## src/hdl/multi_ultrasonic_nearest_ranger_core_defines.svh

```systemverilog
// Assertion macros for the multi-sensor ultrasonic ranger.
// Depends on nothing; included by the files that carry assertions.
`ifndef MULTI_ULTRASONIC_NEAREST_RANGER_CORE_DEFINES_SVH
`define MULTI_ULTRASONIC_NEAREST_RANGER_CORE_DEFINES_SVH

// Implication checked at every rising edge of clk, off while reset is held.
`define MUNR_ASSERT_IMPL(label, ante, cons, msg) \
  label: assert property (@(posedge clk) disable iff (!rst_n) (ante) |-> (cons)) \
    else $error(msg);

// Plain condition checked at every rising edge of clk, off while reset is held.
`define MUNR_ASSERT_HOLD(label, cond, msg) \
  label: assert property (@(posedge clk) disable iff (!rst_n) (cond)) \
    else $error(msg);

`endif

```

## src/hdl/munr_pkg.sv

```systemverilog
// Shared types, constants and helpers of the multi-sensor ultrasonic ranger.
// Depends on nothing; imported by every module of the block.
`timescale 1ns / 1ps

package munr_pkg;

  localparam int CNT_W  = 20;
  localparam int DIST_W = 16;

  localparam logic [CNT_W-1:0] CNT_MAX = {CNT_W{1'b1}};

  // 343 m/s over two ways, in 1/16 cm per microsecond, scaled by 2^16.
  localparam logic [14:0] DIST_SCALE = 15'd17985;

  // Register indexes on the configuration port.
  localparam logic [1:0] REG_TRIGGER_WIDTH   = 2'd0;
  localparam logic [1:0] REG_ECHO_TIMEOUT    = 2'd1;
  localparam logic [1:0] REG_SCAN_PERIOD     = 2'd2;
  localparam logic [1:0] REG_COLLISION_LIMIT = 2'd3;

  localparam logic [9:0]        RST_TRIGGER_WIDTH   = 10'd10;
  localparam logic [CNT_W-1:0]  RST_ECHO_TIMEOUT    = 20'd50000;
  localparam logic [CNT_W-1:0]  RST_SCAN_PERIOD     = 20'd200000;
  localparam logic [DIST_W-1:0] RST_COLLISION_LIMIT = 16'd320;

  typedef struct packed {
    logic       echo_level;
    logic [3:0] move_direction;
  } munr_in_t;

  typedef struct packed {
    logic [7:0]        trigger_lines;
    logic              sensor_done;
    logic [2:0]        sensor_number;
    logic [DIST_W-1:0] sensor_distance;
    logic              scan_done;
    logic [DIST_W-1:0] nearest_distance;
    logic [3:0]        nearest_sensor;
    logic              collision;
  } munr_out_t;

  typedef struct packed {
    logic [9:0]        trigger_width;
    logic [CNT_W-1:0]  echo_timeout;
    logic [CNT_W-1:0]  scan_period;
    logic [DIST_W-1:0] collision_limit;
  } munr_cfg_t;

  function automatic logic [CNT_W-1:0] sat_inc(input logic [CNT_W-1:0] v);
    return (v == CNT_MAX) ? CNT_MAX : v + 1'b1;
  endfunction

endpackage

```

## src/hdl/munr_dist.sv

```systemverilog
// Echo width to distance conversion: one 20 x 15 bit multiply and saturation.
// Depends on munr_pkg.
`timescale 1ns / 1ps

module munr_dist
  import munr_pkg::*;
(
  input  logic [CNT_W-1:0]  echo_width,
  output logic [DIST_W-1:0] distance
);

  logic [CNT_W+14:0] product;
  logic [CNT_W-2:0]  scaled;

  assign product = {15'b0, echo_width} * {{CNT_W{1'b0}}, DIST_SCALE};
  assign scaled  = product[CNT_W+14:16];

  // Anything past 16 bits saturates to the largest distance.
  assign distance = (|scaled[CNT_W-2:DIST_W]) ? {DIST_W{1'b1}} : scaled[DIST_W-1:0];

endmodule

```

## src/hdl/munr_seq.sv

```systemverilog
// Scan sequencer: phase machine, tick and echo counters and nearest tracking.
// Depends on munr_pkg and munr_dist.
`timescale 1ns / 1ps

module munr_seq
  import munr_pkg::*;
#(
  parameter int NUM_SENSORS = 3
) (
  input  logic      clk,
  input  logic      rst_n,
  input  logic      step_en,
  input  munr_in_t  item,
  input  munr_cfg_t cfg,
  output munr_out_t result
);

  typedef enum logic [1:0] {
    PH_IDLE,
    PH_TRIG,
    PH_RISE,
    PH_FALL
  } phase_t;

  phase_t            phase_r, phase_nxt;
  logic [CNT_W-1:0]  tick_r, tick_nxt;
  logic [2:0]        cur_r, cur_nxt;
  logic [CNT_W-1:0]  ew_r, ew_nxt;
  logic [DIST_W-1:0] best_dist_r, best_dist_nxt;
  logic [3:0]        best_sens_r, best_sens_nxt;
  logic              last_echo_r;

  logic [DIST_W-1:0] ew_dist;
  logic [CNT_W-1:0]  tick_inc;
  logic              finish;
  logic [DIST_W-1:0] fin_dist;
  logic              last_sensor;

  munr_dist u_dist (
    .echo_width (ew_r),
    .distance   (ew_dist)
  );

  assign tick_inc    = sat_inc(tick_r);
  assign last_sensor = ({1'b0, cur_r} + 4'd1) >= 4'(NUM_SENSORS);

  always_comb begin
    phase_nxt     = phase_r;
    tick_nxt      = tick_r;
    cur_nxt       = cur_r;
    ew_nxt        = ew_r;
    best_dist_nxt = best_dist_r;
    best_sens_nxt = best_sens_r;
    finish        = 1'b0;
    fin_dist      = '0;
    result        = '0;

    unique case (phase_r)
      PH_IDLE: begin
        if (tick_r >= cfg.scan_period) begin
          phase_nxt     = PH_TRIG;
          tick_nxt      = '0;
          cur_nxt       = '0;
          best_dist_nxt = '0;
          best_sens_nxt = '0;
        end else begin
          tick_nxt = tick_inc;
        end
      end
      PH_TRIG: begin
        result.trigger_lines = 8'b1 << cur_r;
        tick_nxt = tick_inc;
        if (tick_inc >= {10'b0, cfg.trigger_width}) begin
          phase_nxt = PH_RISE;
          tick_nxt  = '0;
          ew_nxt    = '0;
        end
      end
      PH_RISE: begin
        tick_nxt = tick_inc;
        if (item.echo_level && !last_echo_r) begin
          phase_nxt = PH_FALL;
          ew_nxt    = {{(CNT_W-1){1'b0}}, 1'b1};
        end else if (tick_inc >= cfg.echo_timeout) begin
          finish = 1'b1;
        end
      end
      PH_FALL: begin
        tick_nxt = tick_inc;
        if (!item.echo_level && last_echo_r) begin
          finish   = 1'b1;
          fin_dist = ew_dist;
        end else begin
          ew_nxt = sat_inc(ew_r);
          if (tick_inc >= cfg.echo_timeout) begin
            finish = 1'b1;
          end
        end
      end
    endcase

    if (finish) begin
      result.sensor_done     = 1'b1;
      result.sensor_number   = cur_r;
      result.sensor_distance = fin_dist;
      // A tie keeps the earlier sensor.
      if (fin_dist != '0 && (best_sens_r == '0 || fin_dist < best_dist_r)) begin
        best_dist_nxt = fin_dist;
        best_sens_nxt = {1'b0, cur_r} + 4'd1;
      end
      tick_nxt = '0;
      ew_nxt   = '0;
      if (last_sensor) begin
        result.scan_done        = 1'b1;
        result.nearest_distance = best_dist_nxt;
        result.nearest_sensor   = best_sens_nxt;
        result.collision        = (best_sens_nxt != '0) &&
                                  (best_dist_nxt < cfg.collision_limit) &&
                                  (best_sens_nxt == item.move_direction);
        phase_nxt = PH_IDLE;
      end else begin
        cur_nxt   = cur_r + 3'd1;
        phase_nxt = PH_TRIG;
      end
    end
  end

  always_ff @(posedge clk) begin
    if (!rst_n) begin
      phase_r     <= PH_IDLE;
      tick_r      <= '0;
      cur_r       <= '0;
      ew_r        <= '0;
      best_dist_r <= '0;
      best_sens_r <= '0;
      last_echo_r <= 1'b0;
    end else if (step_en) begin
      phase_r     <= phase_nxt;
      tick_r      <= tick_nxt;
      cur_r       <= cur_nxt;
      ew_r        <= ew_nxt;
      best_dist_r <= best_dist_nxt;
      best_sens_r <= best_sens_nxt;
      last_echo_r <= item.echo_level;
    end
  end

endmodule

```

## src/hdl/multi_ultrasonic_nearest_ranger_core.sv

```systemverilog
// Top level of the multi-sensor ultrasonic ranger: ports, configuration
// registers, input register and result register. Depends on munr_pkg, munr_seq.
`timescale 1ns / 1ps
`include "multi_ultrasonic_nearest_ranger_core_defines.svh"

// Channel   Direction  Handshake              Payload
// in_       input      in_valid / in_ready    munr_in_t  (echo level, move direction)
// out_      output     out_valid / out_ready  munr_out_t (trigger lines, results)
// cfg_      input      cfg_we                 cfg_index, cfg_wdata
//
// Every accepted item (one microsecond tick) yields exactly one result item.
// An item waits in the input register, where the sequencer works on it, and
// its result lands in the result register; one item per cycle is sustained
// while in_valid and out_ready hold; the sequencer's next state is combinational.
// Reset is synchronous and active low; it clears the handshake flags, the
// sequencer state and loads the configuration defaults. A stalled result holds
// the input register, which in turn drops in_ready, so no item is lost.

module multi_ultrasonic_nearest_ranger_core
  import munr_pkg::*;
#(
  parameter int NUM_SENSORS = 3
) (
  input  logic             clk,
  input  logic             rst_n,
  input  logic             in_valid,
  output logic             in_ready,
  input  munr_in_t         in_data,
  output logic             out_valid,
  input  logic             out_ready,
  output munr_out_t        out_data,
  input  logic             cfg_we,
  input  logic [1:0]       cfg_index,
  input  logic [CNT_W-1:0] cfg_wdata
);

  munr_cfg_t cfg_r;
  logic      in_valid_r;
  munr_in_t  in_data_r;
  logic      out_valid_r;
  munr_out_t out_data_r;
  munr_out_t step_result;
  logic      advance;

  // The item in the input register moves on whenever the result register
  // is empty or being emptied in this cycle.
  assign advance  = in_valid_r && (!out_valid_r || out_ready);
  assign in_ready = !in_valid_r || advance;

  // Configuration registers keep only their own widths.
  always_ff @(posedge clk) begin
    if (!rst_n) begin
      cfg_r.trigger_width   <= RST_TRIGGER_WIDTH;
      cfg_r.echo_timeout    <= RST_ECHO_TIMEOUT;
      cfg_r.scan_period     <= RST_SCAN_PERIOD;
      cfg_r.collision_limit <= RST_COLLISION_LIMIT;
    end else if (cfg_we) begin
      unique case (cfg_index)
        REG_TRIGGER_WIDTH:   cfg_r.trigger_width   <= cfg_wdata[9:0];
        REG_ECHO_TIMEOUT:    cfg_r.echo_timeout    <= cfg_wdata;
        REG_SCAN_PERIOD:     cfg_r.scan_period     <= cfg_wdata;
        REG_COLLISION_LIMIT: cfg_r.collision_limit <= cfg_wdata[DIST_W-1:0];
      endcase
    end
  end

  // Input register.
  always_ff @(posedge clk) begin
    if (!rst_n) begin
      in_valid_r <= 1'b0;
    end else if (in_ready) begin
      in_valid_r <= in_valid;
    end
  end

  always_ff @(posedge clk) begin
    if (in_ready && in_valid) begin
      in_data_r <= in_data;
    end
  end

  munr_seq #(
    .NUM_SENSORS (NUM_SENSORS)
  ) u_seq (
    .clk     (clk),
    .rst_n   (rst_n),
    .step_en (advance),
    .item    (in_data_r),
    .cfg     (cfg_r),
    .result  (step_result)
  );

  // Result register.
  always_ff @(posedge clk) begin
    if (!rst_n) begin
      out_valid_r <= 1'b0;
    end else if (advance) begin
      out_valid_r <= 1'b1;
    end else if (out_ready) begin
      out_valid_r <= 1'b0;
    end
  end

  always_ff @(posedge clk) begin
    if (advance) begin
      out_data_r <= step_result;
    end
  end

  assign out_valid = out_valid_r;
  assign out_data  = out_data_r;

  // A finished scan always comes with the finish of its last sensor.
  `MUNR_ASSERT_IMPL(a_scan_has_sensor, out_valid_r && out_data_r.scan_done, out_data_r.sensor_done, "scan_done without sensor_done")
  // Scan results are only shown on the tick that ends the scan.
  `MUNR_ASSERT_IMPL(a_scan_fields_quiet, out_valid_r && !out_data_r.scan_done, out_data_r.nearest_sensor == 4'd0 && out_data_r.collision == 1'b0, "scan fields set outside scan end")
  // A collision needs an answering sensor.
  `MUNR_ASSERT_IMPL(a_collision_needs_sensor, out_valid_r && out_data_r.collision, out_data_r.nearest_sensor != 4'd0, "collision without nearest sensor")
  // At most one trigger line runs at a time.
  `MUNR_ASSERT_HOLD(a_one_trigger, !out_valid_r || $onehot0(out_data_r.trigger_lines), "several trigger lines high")

endmodule

```

## config.mk

```make
export PLATFORM = sky130hd
export DESIGN_NAME = multi_ultrasonic_nearest_ranger_core
export DESIGN_NICKNAME = d
export VERILOG_FILES = /design/src/hdl/munr_pkg.sv /design/src/hdl/munr_dist.sv /design/src/hdl/munr_seq.sv /design/src/hdl/multi_ultrasonic_nearest_ranger_core.sv
export VERILOG_INCLUDE_DIRS = /design/src /design/src/hdl
export SDC_FILE = /design/constraint.sdc
export NUM_CORES = 1
export LEC_CHECK = 0
export ABC_AREA = 1
export CAP_MARGIN = 5
export CORE_ASPECT_RATIO = 0.9
export CORE_MARGIN = 5
export CORE_UTILIZATION = 30
export CTS_CLUSTER_DIAMETER = 30
export CTS_CLUSTER_SIZE = 10
export DETAILED_ROUTE_END_ITERATION = 6
export DONT_BUFFER_PORTS = 1
export PLACE_DENSITY = 0.42
export SLEW_MARGIN = 20
export SYNTH_ARGS = -nofsm -noshare
export SYNTH_HDL_FRONTEND = slang
export SYNTH_HIERARCHICAL = 1
export SYNTH_SLANG_ARGS = --single-unit
```

## constraint.sdc

```tcl
create_clock -name clk -period 14.5 [get_ports clk]
set_clock_uncertainty 0.15 [all_clocks]
set_input_delay 2.9 -clock clk [delete_from_list [all_inputs] [get_ports clk]]
set_output_delay 2.9 -clock clk [all_outputs]
set_load 0.005 [all_outputs]
```

Word-level counts from Yosys, hierarchy flattened
Index checks and enable logic that the tools add are counted.

word-level totals
  register bits after elaboration = 189
  bits of input ports = 32
  output and inout port bits = 52
  word-level logic and storage cells = 121

operators by class
  $add $sub $neg = 4
  multipliers = 1
  magnitude comparators = 6
  equality and inequality tests = 13
  shift-type cells = 1
  multiplexer cells = 42
  reductions and logical operators = 31

operators by type and width
  operator                  number
  $mux W20                  9
  $mux W16                  8
  $pmux W20 S3              2
  $mux W42                  1
  $add A20 B1 Y20 const B   2
  $eq A20 B20 Y1 const B    2
  $ge A20 B20 Y1            2
  $mul A20 B15 Y35 const B  1
  $lt A16 B16 Y1            2
  $mux W22                  1
  $ge A20 B10 Y1            1
  $mux W4                   5
  $reduce_bool A16 Y1       1
  $mux W3                   4
  $reduce_bool A4 Y1        3
  $reduce_and A2 Y1         5
  $reduce_and A5 Y1         2
  $ne A3 B1 Y1 const B      3
  $eq A2 B2 Y1 const B      4
  $mux W2                   4
  $shl A1 B3 Y8 const A     1
  $logic_and A1 B1 Y1       7
  $mux W1                   6
  $pmux W2 S3               1
  14 further kinds          21

Depth between registers and ports, before layout
Gate-level depths: netlist (run 1).

  depth after elaboration = 15
  depth in mapped cells = 54
  mapped depth without buffers = 52

By module
The synthesis (run 1) kept the hierarchy.

modules (own cells, without submodules)
  module                                times used  cells each  area an instance (um^2)  sequential area each (um^2)
  munr_seq                              1           1109        6821.5                   1321.3
  multi_ultrasonic_nearest_ranger_core  1           466         4538.1                   3012.9
  munr_dist                             1           581         4494.3                   0.0

Worst setup path after synthesis (run 1)
Ideal clock, no wire load.

  path kind = reg-to-reg
  start = register u_seq.ew_r[5]
  end = register out_data_r, in the netlist out_data[0], data pin
  library setup time = 0.146 ns
  arrival = 7.155 ns
  required time = 14.204 ns
  path slack = 7.050 ns
  cell stages (with the launch flop) = 50
  buffers on the path = 2
  period minus slack after synthesis = 7.450 ns
  cells stage by stage = dfxtp_1 > ha_1 > ha_1 > inv_1 > fa_1 > inv_1 > fa_1 > inv_1 > fa_1 > inv_1 > ha_1 > ha_1 > nand2_1 > nor2_1 > nor2_1 > nand2_1 > nand2_1 > nand2_1 > [... 14 more ...] > nand2_1 > nand2_2 > inv_1 > clkbuf_1 > nand2_1 > o31ai_1 > ha_1 > a21oi_1 > o21ai_0 > nand2_1 > a21oi_1 > a211oi_1 > nand2_1 > nor2_1 > nand2_1 > nor2_1 > nand2_1 > a21oi_1

on the way
  cells in the longest elaborated chain, start to end = 13
  elaborated cells on any way between the ends = 18
  classes of those cells = mul (1); order compare (2); eq/ne (1); mux (7); reduce/logical (7)

RTL lines
  what                                                  RTL line                                     source
  start, declared                                       munr_seq.sv:28                               logic [CNT_W-1:0] ew_r, ew_nxt;
  start signal, assigned                                munr_seq.sv:141                              ew_r <= ew_nxt;
  $mul A20 B15 Y35 *                                    munr_dist.sv:15                              assign product = {15'b0, echo_width} * {{CNT_W{1'b0}}, DIST_SCALE};
  $reduce_or A3 Y1                                      munr_dist.sv:19                              assign distance = (|scaled[CNT_W-2:DIST_W]) ? {DIST_W{1'b1}} : scaled[DIST_W-1:0];
  $mux W16 *                                            munr_dist.sv:19
  net u_seq.ew_dist[5]                                  munr_seq.sv:33                               logic [DIST_W-1:0] ew_dist;
  $mux W16 *                                            munr_seq.sv:90                               if (!item.echo_level && last_echo_r) begin
  $mux W16 *                                            munr_seq.sv:58                               unique case (phase_r)
  $lt A16 B16 Y1                                        munr_seq.sv:107                              if (fin_dist != '0 && (best_sens_r == '0 || fin_dist < best_dist_r)) begin
  $logic_or A1 B1 Y1                                    munr_seq.sv:107
  $logic_and A1 B1 Y1                                   munr_seq.sv:107
  $mux W16 or $mux W4 (tied branches)                   munr_seq.sv:107
  $mux W16 or $mux W4 (tied branches)                   munr_seq.sv:102                              if (finish) begin
  $lt A16 B16 Y1 or $reduce_bool A4 Y1 (tied branches)  munr_seq.sv:118, munr_seq.sv:117
  $logic_and A1 B1 Y1                                   munr_seq.sv:117                              result.collision = (best_sens_nxt != '0) &&
  $logic_and A1 B1 Y1 *                                 munr_seq.sv:118                              (best_dist_nxt < cfg.collision_limit) &&
  end signal, assigned                                  multi_ultrasonic_nearest_ranger_core.sv:106  out_data_r <= step_result;
  end, declared                                         multi_ultrasonic_nearest_ranger_core.sv:41   munr_out_t out_data_r;

Mark *: on every way through the listed nets, which the timed path passes. The rest lies on a longest branch. The select of a mux whose other input is x is not followed.
A chain may end at the register's enable or synchronous reset.

Worst setup path after layout (run 1)
Same ends and word-level chain as after synthesis.

==> results.sh, run 1 <==
export IMPL_status="completed"
export IMPL_ys_seq_area_share_pct=27.3
export IMPL_grt_pass1_wl_um=72700
export IMPL_tightest_slew_ns=1.06
export IMPL_syn_to_final_growth_pct=7.52
export IMPL_antenna_found_initial=5
export IMPL_worst_path_buf_inv=7
export IMPL_synth_mux_area_share_pct=0
export IMPL_max_freq_mhz=111
export IMPL_hold_viol_final=0
export IMPL_synth_largest_area_cell="ha_1"
export IMPL_clk_pin_slew_ns=0.08
export IMPL_final_util_pct=32.4
export IMPL_hold_slack_ns=0.327
export IMPL_reg2reg_slack_ns=5.47
export IMPL_dp_cells=2797
export IMPL_async_flop_share_pct=0
export IMPL_cp_arrival_ns=9.22
export IMPL_crit_start="u_seq/ew_r[5]$_SDFFE_PN0P_"
export IMPL_holdBufCountCts=0
export IMPL_synth_edf_count=55
export IMPL_cp_common_cell="nand2_1"
export IMPL_worst_path_max_delay_cell="o31ai_1"
export IMPL_globalRouteOverflowTotal=0
export IMPL_fin_crit_sh_pct=62.2
export IMPL_synth_compound_area_share_pct=7.90
export IMPL_crit_end="out_data[0]$_DFFE_PP_"
export IMPL_synth_area_leaders="ha_1 18%, dfxtp_1 17%, nand2_1 11%, edfxtp_1 10%, inv_1 9.4%"
export IMPL_wl_per_cell_um=16.3
export IMPL_fin_tns_setup_ns=0
export IMPL_stdcell_count=2831
export IMPL_rows=80
export IMPL_drt_pass1_iterations=5
export IMPL_post_cts_buffers=0
export IMPL_post_route_min_period_ns=9.03
export IMPL_timing_rr_start="u_seq/ew_r[5]$_SDFFE_PN0P_"
export IMPL_num_vias=13000
export IMPL_syn_cell_area_um2=15900
export IMPL_yosys_warnings=6
export IMPL_clock_latency_ns=0.49
export IMPL_routed_wl_um=46100
export IMPL_dieWidth_um=252
export IMPL_synth_top_family_by_area="simple AND/OR/NAND/NOR gates"
export IMPL_tritoncts="built"
export IMPL_root_buffer="clkbuf_16"
export IMPL_hp_class="reg -> reg"
export IMPL_ios=84
export IMPL_die_area_um2=57600
export IMPL_pre_cts_ws_ns=5.49
export IMPL_die_h_um=228
export IMPL_synth_xor_area_share_pct=1.71
export IMPL_cts_buffers=17
export IMPL_yosys_area_share_simple_pct=27.5
export IMPL_endpoint_kind="flip-flop"
export IMPL_fill_cells=5662
export IMPL_portBuffers=0
export IMPL_drtIter0Drc=791
export IMPL_grt_pass1_vias=12500
export IMPL_max_cap_viol_count=0
export IMPL_max_stage_delay_ns=0.63
export IMPL_avgSynthCellArea_um2=7.35
export IMPL_setup_violations=0
export IMPL_finalWorstSetupSlack_ns=5.47
export IMPL_synth_nets=2458
export IMPL_power_density_nw_per_um2=69.7
export IMPL_regToRegEndpoint="out_data[0]$_DFFE_PP_"
export IMPL_drive_gt1_share_pct=6.66
export IMPL_h_tree_depth=4
export IMPL_yosysTopAreaCellShare_pct=18.2
export IMPL_grt_start_max_net_pins=97
export IMPL_yosysUniqueCellTypes=50
export IMPL_ys_seq_elements=189
export IMPL_remaining_drc_errors=0
export IMPL_postRouteAntennaNets=0
export IMPL_critPathMaxFanout=20
export IMPL_cts_sinks=189
export IMPL_via_per_inst=4.60
export IMPL_rsz0062_at_grt="false"
export IMPL_path_delay_family="adder cells"
export IMPL_critPathKind="reg -> reg"
export IMPL_setup_worst_path_start_class="flip-flop"
export IMPL_cts_buffer_depth=2
export IMPL_core_area_um2=52700
export IMPL_critPathRequiredTime_ns=14.69
export IMPL_slew_violations=0
export IMPL_cellLeakagePower_nw=8.93
export IMPL_ff2ff_path_depth=46
export IMPL_cts_resized=0
export IMPL_ir_drop_mv=0.0967
export IMPL_slew_headroom_pct=29.4
export IMPL_initial_utilization_pct=30.1
export IMPL_ys_flop_type="dfxtp_1"
export IMPL_path_depth=46
export IMPL_nNetsFinal=2421
export IMPL_synthCells=2156
export IMPL_yosys_area_share_adder_pct=23.2
export IMPL_track_usage_pct=16.1
export IMPL_hpwl_um=36900
export IMPL_place_gp_congestion=0.865
==> layout by cell type (no fill, tap or decap), drive strengths merged <==
cell type / netlist / final
clkinvlp: 0 / 4
nand2: 487 / 487
a211oi: 4 / 4
nand4: 53 / 53
nor2: 272 / 272
o21bai: 4 / 4
nand3b: 14 / 14
a21boi: 1 / 1
o21ai: 65 / 65
dfxtp: 134 / 134
a221oi: 1 / 1
a21o: 2 / 2
or4: 1 / 1
o211ai: 5 / 5
or3: 1 / 1
clkinv: 0 / 1
nor4: 7 / 7
xor2: 21 / 21
xnor2: 10 / 10
o2111ai: 1 / 1
clkbuf: 27 / 17
o31ai: 11 / 11
a31oi: 1 / 1
bufinv: 0 / 3
diode: 0 / 2
fa: 40 / 40
nor3: 23 / 23
a21oi: 125 / 125
nand3: 103 / 103
ha: 230 / 230
inv: 414 / 421
buf: 38 / 9
or2: 3 / 3
o21a: 3 / 3
edfxtp: 55 / 55
==> registers in the layout, summed over array words and instances, names as in the netlist <==
name               cells
cfg_r                 66
in_data_r              5
in_valid_r             1
out_data              50
out_valid              1
u_seq/best_dist_r     16
u_seq/best_sens_r      4
u_seq/cur_r            3
u_seq/ew_r            20
u_seq/last_echo_r      1
u_seq/phase_r          2
u_seq/tick_r          20
==> cell usage after synthesis, types with 4 or more instances <==
cell type	n
nand2_1	472
inv_1	398
nor2_1	254
ha_1	230
dfxtp_1	134
a21oi_1	112
nand3_1	79
o21ai_0	58
edfxtp_1	55
nand4_1	52
fa_1	40
clkbuf_1	27
xor2_1	21
nand3_2	20
nor3_1	18
inv_2	16
buf_6	14
a21oi_2	13
nand3b_1	12
buf_2	11
o31ai_1	11
nand2_2	10
nor2_2	10
xnor2_1	10
buf_1	7
nor4_1	7
nor2_4	6
o21ai_1	6
buf_4	5
nand2_4	5
o211ai_1	5
a211oi_1	4
nand3_4	4
o21bai_1	4
==> cell families (layout without fill, tap and decap cells) <==
logic type	count (synthesis)	after routing
other	0	2
adders and majority gates	270	270
and+or+nand+nor	964	964
xor gates and xnor gates	31	31
DFF	189	189
buffers and inverters	479	455
AOI/OAI and AO/OA	223	223
==> where the power goes <==
part	leakage [nW]	switching, mW	internal (mW)	total (mW)
clock network	0.294	0.242	0.277	0.519
logic	7.01	0.0643	0.0324	0.0967
registers	1.63	0.0109	0.562	0.573
total	8.93	0.317	0.872	1.19
==> worst min-delay path by stage <==
stage                            from                endpoint  slack, ns  cells past startpoint
2_1_floorplan  cfg_r[57]$_SDFFE_PN1P_  cfg_r[57]$_SDFFE_PN1P_       0.28                      2
3_3_place_gp   cfg_r[57]$_SDFFE_PN1P_  cfg_r[57]$_SDFFE_PN1P_       0.30                      2
3_5_place_dp   cfg_r[45]$_SDFFE_PN1P_  cfg_r[45]$_SDFFE_PN1P_       0.31                      2
4_1_cts        cfg_r[45]$_SDFFE_PN1P_  cfg_r[45]$_SDFFE_PN1P_       0.33                      2
5_1_grt        cfg_r[51]$_SDFFE_PN1P_  cfg_r[51]$_SDFFE_PN1P_       0.35                      2
6_report       cfg_r[57]$_SDFFE_PN1P_  cfg_r[57]$_SDFFE_PN1P_       0.33                      2
==> stage by stage <==
stage               power [mW]  cell area, um^2
finish                    1.19            17000
CTS                       1.21            17000
global placement         0.681            16400
detailed placement       0.683            16400
floorplan                0.664            15900
global route              1.25            17000
==> worst register-to-register path: cells and delay by family, from the launching register on <==
kind | cells | cell delay (ns)
AOI/OAI and AO/OA | 7 | 1.50
adders and majority gates | 9 | 3.52
buffers and inverters | 7 | 0.69
DFF | 1 | 0.53
and+or+nand+nor | 23 | 2.51
==> final cells by class <==
class / count / area [um^2] / area share, %
antenna: 2 / 5.00 / 0.0294
clock buffer: 17 / 425 / 2.50
clock inverter: 15 / 203 / 1.19
inverter: 414 / 1550 / 9.12
multi-input combinational: 1488 / 9590 / 56.2
sequential: 189 / 4330 / 25.4
tap: 697 / 872 / 5.12
timing repair buffer: 9 / 67.6 / 0.396
==> routing by layer <==
| layer | vias up | share of wire, % | track usage, % |
|---|---|---|---|
| li1 | 6779 | - | - |
| met1 | 5945 | 51 | 23.2 |
| met2 | 231 | 43 | 24.4 |
| met3 | 54 | 3.7 | 3.25 |
| met4 | 0 | 2.5 | 5.04 |
| met5 | - | 0 | 0 |
Power figures use the tool's default switching activity.
==> run 2, diff against run 1 <==
--- a/config.mk
+++ b/config.mk
@@ -15,7 +15,7 @@
 export CTS_CLUSTER_SIZE = 10
 export DETAILED_ROUTE_END_ITERATION = 6
 export DONT_BUFFER_PORTS = 1
-export PLACE_DENSITY = 0.42
+export PLACE_DENSITY = 0.43
 export SLEW_MARGIN = 20
 export SYNTH_ARGS = -nofsm -noshare
 export SYNTH_HDL_FRONTEND = slang
==> constraint.sdc (replaced) <==
create_clock -name clk -period 7.3 [get_ports clk]
set_clock_uncertainty 0.15 [all_clocks]
set_input_delay 1.46 -clock clk [delete_from_list [all_inputs] [get_ports clk]]
set_output_delay 1.46 -clock clk [all_outputs]
set_load 0.005 [all_outputs]
==> results.sh, run 2 (synthesis results as in run 1) <==
export IMPL_grt_start_max_net_pins=97
export IMPL_met2_usage_pct=26.8
export IMPL_ir_drop_mv=0.178
export IMPL_setup_violations=1
export IMPL_hold_viol_final=0
export IMPL_largest_reg_flops=66
export IMPL_largest_register="cfg_r"
export IMPL_cts_buffers=17
export IMPL_rsz0062_at_grt="true"
export IMPL_layout_commonest_cell="nand2_1"
export IMPL_num_vias=13900
export IMPL_holdBufCountCts=0
export IMPL_met3_usage_pct=3.26
export IMPL_critPathKind="reg -> reg"
export IMPL_drtIter0Drc=744
export IMPL_status="complete, but fails checks"
export IMPL_antenna_found_initial=4
export IMPL_hpwl_um=37500
export IMPL_max_cap_viol_count=0
export IMPL_power_density_nw_per_um2=117
export IMPL_critPathMaxFanout=7
export IMPL_cts_sinks=189
export IMPL_wl_per_cell_um=15.9
export IMPL_multiInputGateArea_um2=10600
export IMPL_clk_pin_slew_ns=0.07
export IMPL_cellLeakagePower_nw=9.96
export IMPL_ff_latch_area_um2=4370
export IMPL_fin_tns_setup_ns=-0.0988
export IMPL_postRouteAntennaNets=0
export IMPL_tritoncts="built"
export IMPL_die_area_um2=57600
export IMPL_antenna_cells=0
export IMPL_cp_common_cell="buf_4"
export IMPL_clkPwrFrac_pct=41.1
export IMPL_grt_util_met1_pct=23.9
export IMPL_layout_common_cells="452 x nand2_1, 389 x inv_1, 245 x nor2_1"
export IMPL_slew_headroom_pct=31.3
export IMPL_endpoint_kind="flip-flop"
export IMPL_clock_latency_ns=0.48
export IMPL_hold_slack_ns=0.320
export IMPL_stdcell_count=3046
export IMPL_root_buffer="clkbuf_16"
export IMPL_p_int_mw=1.68
export IMPL_power_switching_uw=628
export IMPL_drive_gt1_share_pct=21.2
export IMPL_ios=84
export IMPL_final_util_pct=37.5
export IMPL_post_route_min_period_ns=7.40
export IMPL_swShare_pct=27.2
export IMPL_dieWidth_um=252
export IMPL_globalRouteOverflowTotal=0
export IMPL_h_tree_depth=4
export IMPL_busiest_layer="met2"
export IMPL_worst_path_max_delay_cell="fa_1"
export IMPL_grt_pass1_vias=13600
export IMPL_routed_wl_um=48400
export IMPL_remaining_drc_errors=0
export IMPL_fill_cells=5526
export IMPL_tightest_slew_ns=1.03
export IMPL_slew_violations=0
export IMPL_violations="setup timing"
export IMPL_rows=80
export IMPL_finalWorstSetupSlack_ns=-0.0988
export IMPL_reg2reg_slack_ns=-0.1
export IMPL_setup_worst_path_start_class="flip-flop"
export IMPL_drt_pass1_iterations=5
export IMPL_p_comb_share_pct=9.8
export IMPL_die_h_um=228
export IMPL_via_per_inst=4.56
export IMPL_critPathRequiredTime_ns=7.49
export IMPL_p_seq_share_pct=49.2
export IMPL_cp_arrival_ns=7.59
export IMPL_max_freq_mhz=135
export IMPL_core_area_um2=52700
export IMPL_dp_cells=2975
export IMPL_syn_to_final_growth_pct=24.6
export IMPL_portBuffers=0
export IMPL_initial_utilization_pct=30.1
export IMPL_place_gp_congestion=0.862
export IMPL_pre_cts_ws_ns=-0.555
export IMPL_max_stage_delay_ns=0.54
export IMPL_grt_pass1_wl_um=76800
export IMPL_fin_crit_sh_pct=101
export IMPL_nNetsFinal=2638
export IMPL_cts_buffer_depth=2
export IMPL_track_usage_pct=16.9
export IMPL_hp_class="reg -> reg"
## run 2: cell count changes in the layout (fill, tap and decap cells not counted), sizes merged
| cell | delta |
|---|---|
| buf | +216 |
| bufinv | -3 |
| clkbuf | +4 |
| clkinv | +3 |
| clkinvlp | -2 |
| diode | -2 |
| inv | -2 |
| nand2 | +1 |
## run 2: repair_timing
item	in CTS	in global routing
buffers inserted	30	9
resized for setup	149	28
endpoints found under the setup margin	1	5
pin swaps	73	47
cloned	2	0
## run 2: critical path: cells and delay by family (launching register included)
| family | cells | cell delay, ns |
|---|---|---|
| flip-flops | 1 | 0.36 |
| buffers and inverters | 16 | 1.63 |
| AND/OR/NAND/NOR | 21 | 1.76 |
| AO/OA/AOI/OAI | 3 | 0.57 |
| adder cells (fa/ha/maj) | 8 | 2.82 |
## run 2: power groups by stage
stage | Clock (mW) | Sequential [mW] | Combinational [mW]
floorplan | 0 | 1.16 | 0.161
global route | 1.03 | 1.14 | 0.260
global placement | 0 | 1.16 | 0.202
CTS | 0.984 | 1.14 | 0.223
detailed placement | 0 | 1.16 | 0.206
finish | 0.949 | 1.14 | 0.225
## run 2: path summary, 6_finish.rpt
check,from,to,depth (start not counted)
min,cfg_r[42]$_SDFFE_PN1P_,cfg_r[42]$_SDFFE_PN1P_,2
max,u_seq/ew_r[6]$_SDFFE_PN0P_,out_data[0]$_DFFE_PP_,48
max reg2reg,u_seq/ew_r[6]$_SDFFE_PN0P_,out_data[0]$_DFFE_PP_,48
min reg2reg,cfg_r[42]$_SDFFE_PN1P_,cfg_r[42]$_SDFFE_PN1P_,2
## run 2: through the flow
step	power [mW]	cell area, um^2
after global placement	1.37	17800
after detailed placement	1.37	17800
final	2.31	19800
after global routing	2.43	19800
after CTS	2.34	19600
after floorplan	1.32	15900
## run 2: per-layer routing
metal | up-vias | routed length (um)
met5 | - | 34
met2 | 199 | 21800
li1 | 7197 | -
met3 | 47 | 1870
met1 | 6451 | 24100
met4 | 6 | 639
## run 2: layout make-up
class / instances / area share, %
Multi-Input combinational cell: 1489 / 53.6
Sequential cell: 189 / 22.1
Timing Repair Buffer: 225 / 9.08
Inverter: 414 / 7.90
Tap cell: 697 / 4.41
Clock buffer: 21 / 2.44
Clock inverter: 11 / 0.393
==> run 3, diff against run 2 <==
--- a/config.mk
+++ b/config.mk
@@ -19,5 +19,4 @@
 export SLEW_MARGIN = 20
 export SYNTH_ARGS = -nofsm -noshare
 export SYNTH_HDL_FRONTEND = slang
-export SYNTH_HIERARCHICAL = 1
 export SYNTH_SLANG_ARGS = --single-unit
==> results.sh, run 3 <==
export IMPL_ios=84
export IMPL_initial_utilization_pct=30.2
export IMPL_h_tree_depth=4
export IMPL_synth_nets=2078
export IMPL_worst_path_max_delay_cell="fa_1"
export IMPL_grt_util_met1_pct=21.3
export IMPL_track_usage_pct=15.7
export IMPL_synthCells=1775
export IMPL_pre_cts_ws_ns=-0.491
export IMPL_rows=75
export IMPL_synth_most_common_cell="nand2_1"
export IMPL_hp_class="reg -> reg"
export IMPL_yosysUniqueCellTypes=51
export IMPL_critPathRequiredTime_ns=7.48
export IMPL_power_mw=2.19
export IMPL_setup_worst_path_start_class="flip-flop"
export IMPL_power_switching_uw=591
export IMPL_max_stage_delay_ns=0.53
export IMPL_yosysTopAreaCellShare_pct=20.6
export IMPL_root_buffer="clkbuf_16"
export IMPL_layout_commonest_cell="nand2_1"
export IMPL_final_util_pct=38.0
export IMPL_holdBufCountCts=0
export IMPL_tightest_slew_ns=0.954
export IMPL_cp_arrival_ns=7.34
export IMPL_met2_usage_pct=25.3
export IMPL_nNetsFinal=2219
export IMPL_cts_buffer_depth=2
export IMPL_place_gp_congestion=0.871
export IMPL_max_freq_mhz=140
export IMPL_ys_flop_type="dfxtp_1"
export IMPL_critPathMaxFanout=7
export IMPL_globalRouteOverflowTotal=0
export IMPL_met3_usage_pct=3.03
export IMPL_syn_cell_area_um2=14100
export IMPL_num_vias=11900
export IMPL_p_seq_share_pct=51.1
export IMPL_dpl_cell_area_um2=15700
export IMPL_routed_wl_um=40800
export IMPL_p_comb_share_pct=5.0
export IMPL_dp_cells=2481
export IMPL_layout_common_cells="293 x nand2_1, 285 x inv_1, 169 x ha_1"
export IMPL_antenna_found_initial=1
export IMPL_dieWidth_um=238
export IMPL_stdcell_count=2545
export IMPL_finalWorstSetupSlack_ns=0.140
export IMPL_yosys_warnings=0
export IMPL_async_flop_share_pct=0
export IMPL_cts_sinks=189
export IMPL_largest_reg_flops=66
export IMPL_swShare_pct=26.9
export IMPL_grt_pass1_wl_um=63700
export IMPL_ys_seq_area_share_pct=30.8
export IMPL_fin_crit_sh_pct=98.1
export IMPL_busiest_layer="met2"
export IMPL_synth_area_leaders="ha_1 21%, dfxtp_1 19%, edfxtp_1 12%, nand2_1 8.4%, inv_1 8.0%"
export IMPL_cellLeakagePower_nw=8.36
export IMPL_yosys_top_cells_count="314 x nand2_1, 299 x inv_1, 231 x ha_1, 182 x a21oi_1, 134 x dfxtp_1"
export IMPL_endpoint_kind="flip-flop"
export IMPL_wl_per_cell_um=16.0
export IMPL_critPathKind="reg -> reg"
export IMPL_drive_gt1_share_pct=21.3
export IMPL_clk_pin_slew_ns=0.08
export IMPL_cts_buffers=17
export IMPL_core_area_um2=46500
export IMPL_slew_violations=0
export IMPL_avgSynthCellArea_um2=7.92
export IMPL_synth_edf_count=55
export IMPL_syn_to_final_growth_pct=25.7
export IMPL_fin_tns_setup_ns=0
export IMPL_antenna_cells=0
export IMPL_drt_pass1_iterations=5
export IMPL_via_per_inst=4.66
export IMPL_drtIter0Drc=564
export IMPL_remaining_drc_errors=0
export IMPL_post_route_min_period_ns=7.16
export IMPL_grt_start_max_net_pins=73
export IMPL_die_area_um2=51300
export IMPL_max_cap_viol_count=0
export IMPL_ys_seq_elements=189
export IMPL_postRouteAntennaNets=0
export IMPL_die_h_um=215
export IMPL_fin_area_um2=17700
export IMPL_synth_largest_area_cell="ha_1"
export IMPL_hold_slack_ns=0.310
export IMPL_status="completed"
export IMPL_tritoncts="built"
export IMPL_hpwl_um=31500
export IMPL_grt_pass1_vias=11600
export IMPL_ir_drop_mv=0.152
export IMPL_p_int_mw=1.60
export IMPL_clkPwrFrac_pct=43.9
export IMPL_cp_common_cell="nand2_1"
export IMPL_hold_viol_final=0
export IMPL_clock_latency_ns=0.49
export IMPL_setup_violations=0
export IMPL_slew_headroom_pct=36.2
export IMPL_rsz0062_at_grt="true"
export IMPL_portBuffers=0
export IMPL_power_density_nw_per_um2=124
export IMPL_largest_register="cfg_r"
## run 3: cell count changes after synthesis, sizes merged, moves of 11 or more
| cell | previous run | this run |
|---|---|---|
| nand4 | 53 | 22 |
| o211ai | 5 | 17 |
| o21ai | 65 | 123 |
| nand2 | 487 | 323 |
| nand3b | 14 | 2 |
| inv | 414 | 306 |
| buf | 38 | 9 |
| nor2 | 272 | 132 |
| nand3 | 103 | 57 |
| a21oi | 125 | 183 |
| o31ai | 11 | 0 |
| clkbuf | 27 | 40 |
## run 3: what timing repair did
item	CTS	global route
setup endpoints to repair	1	8
cloned	0	1
pin swaps	20	73
setup buffers	14	17
gates resized for setup	53	159
## run 3: layout make-up
class	instances	area (um^2)
fillers	4774	28900
multi-input cells	1230	9460
flip-flops and latches	189	4360
repair buffers	171	1330
inverters	307	1160
well taps	616	771
clock buffers	18	429
clock inverters	14	173
## run 3: logic make-up (layout without fill, tap and decap cells)
kind of cell | Yosys count | after routing | share of synthesized area (%)
DFF | 189 | 189 | 30.8
buffers and inverters | 356 | 510 | 9.80
AOI/OAI and AO/OA | 361 | 361 | 14.0
and+or+nand+nor | 561 | 561 | 16.8
adders and majority gates | 271 | 271 | 26.2
xor gates and xnor gates | 37 | 37 | 2.30
## run 3: path summary, 6_finish.rpt
kind,from,endpoint,slack [ns],cells after the start
setup / recovery,u_seq.ew_r[14]$_SDFFE_PN0P_,out_data[0]$_SDFFCE_PN0P_,0.14,43
hold / removal,cfg_r[25]$_SDFFE_PN0P_,cfg_r[25]$_SDFFE_PN0P_,0.31,2
hold reg to reg,cfg_r[25]$_SDFFE_PN0P_,cfg_r[25]$_SDFFE_PN0P_,0.31,2
setup reg to reg,u_seq.ew_r[14]$_SDFFE_PN0P_,out_data[0]$_SDFFCE_PN0P_,0.14,43
## run 3: critical path, delay by kind of cell (launching register included)
kind            cells  cell delay (ns)
fa+ha+maj           9             2.96
simple gates       19             1.79
compound gates      8             1.15
buf+inv             7             0.59
flops               1             0.35
## run 3: power groups by stage
stage                     clock, mW  combinational [mW]  sequential [mW]
final                         0.964               0.110             1.12
after global placement            0               0.109             1.15
after floorplan                   0              0.0830             1.14
after global routing           1.04               0.129             1.12
after CTS                     0.999               0.112             1.12
after detailed placement          0               0.111             1.15
## run 3: routing by layer
metal / up-vias / part of all wire (%)
met5: - / 0
met4: 0 / 2.1
met3: 44 / 3.1
met2: 171 / 46
met1: 5499 / 48
li1: 6140 / -
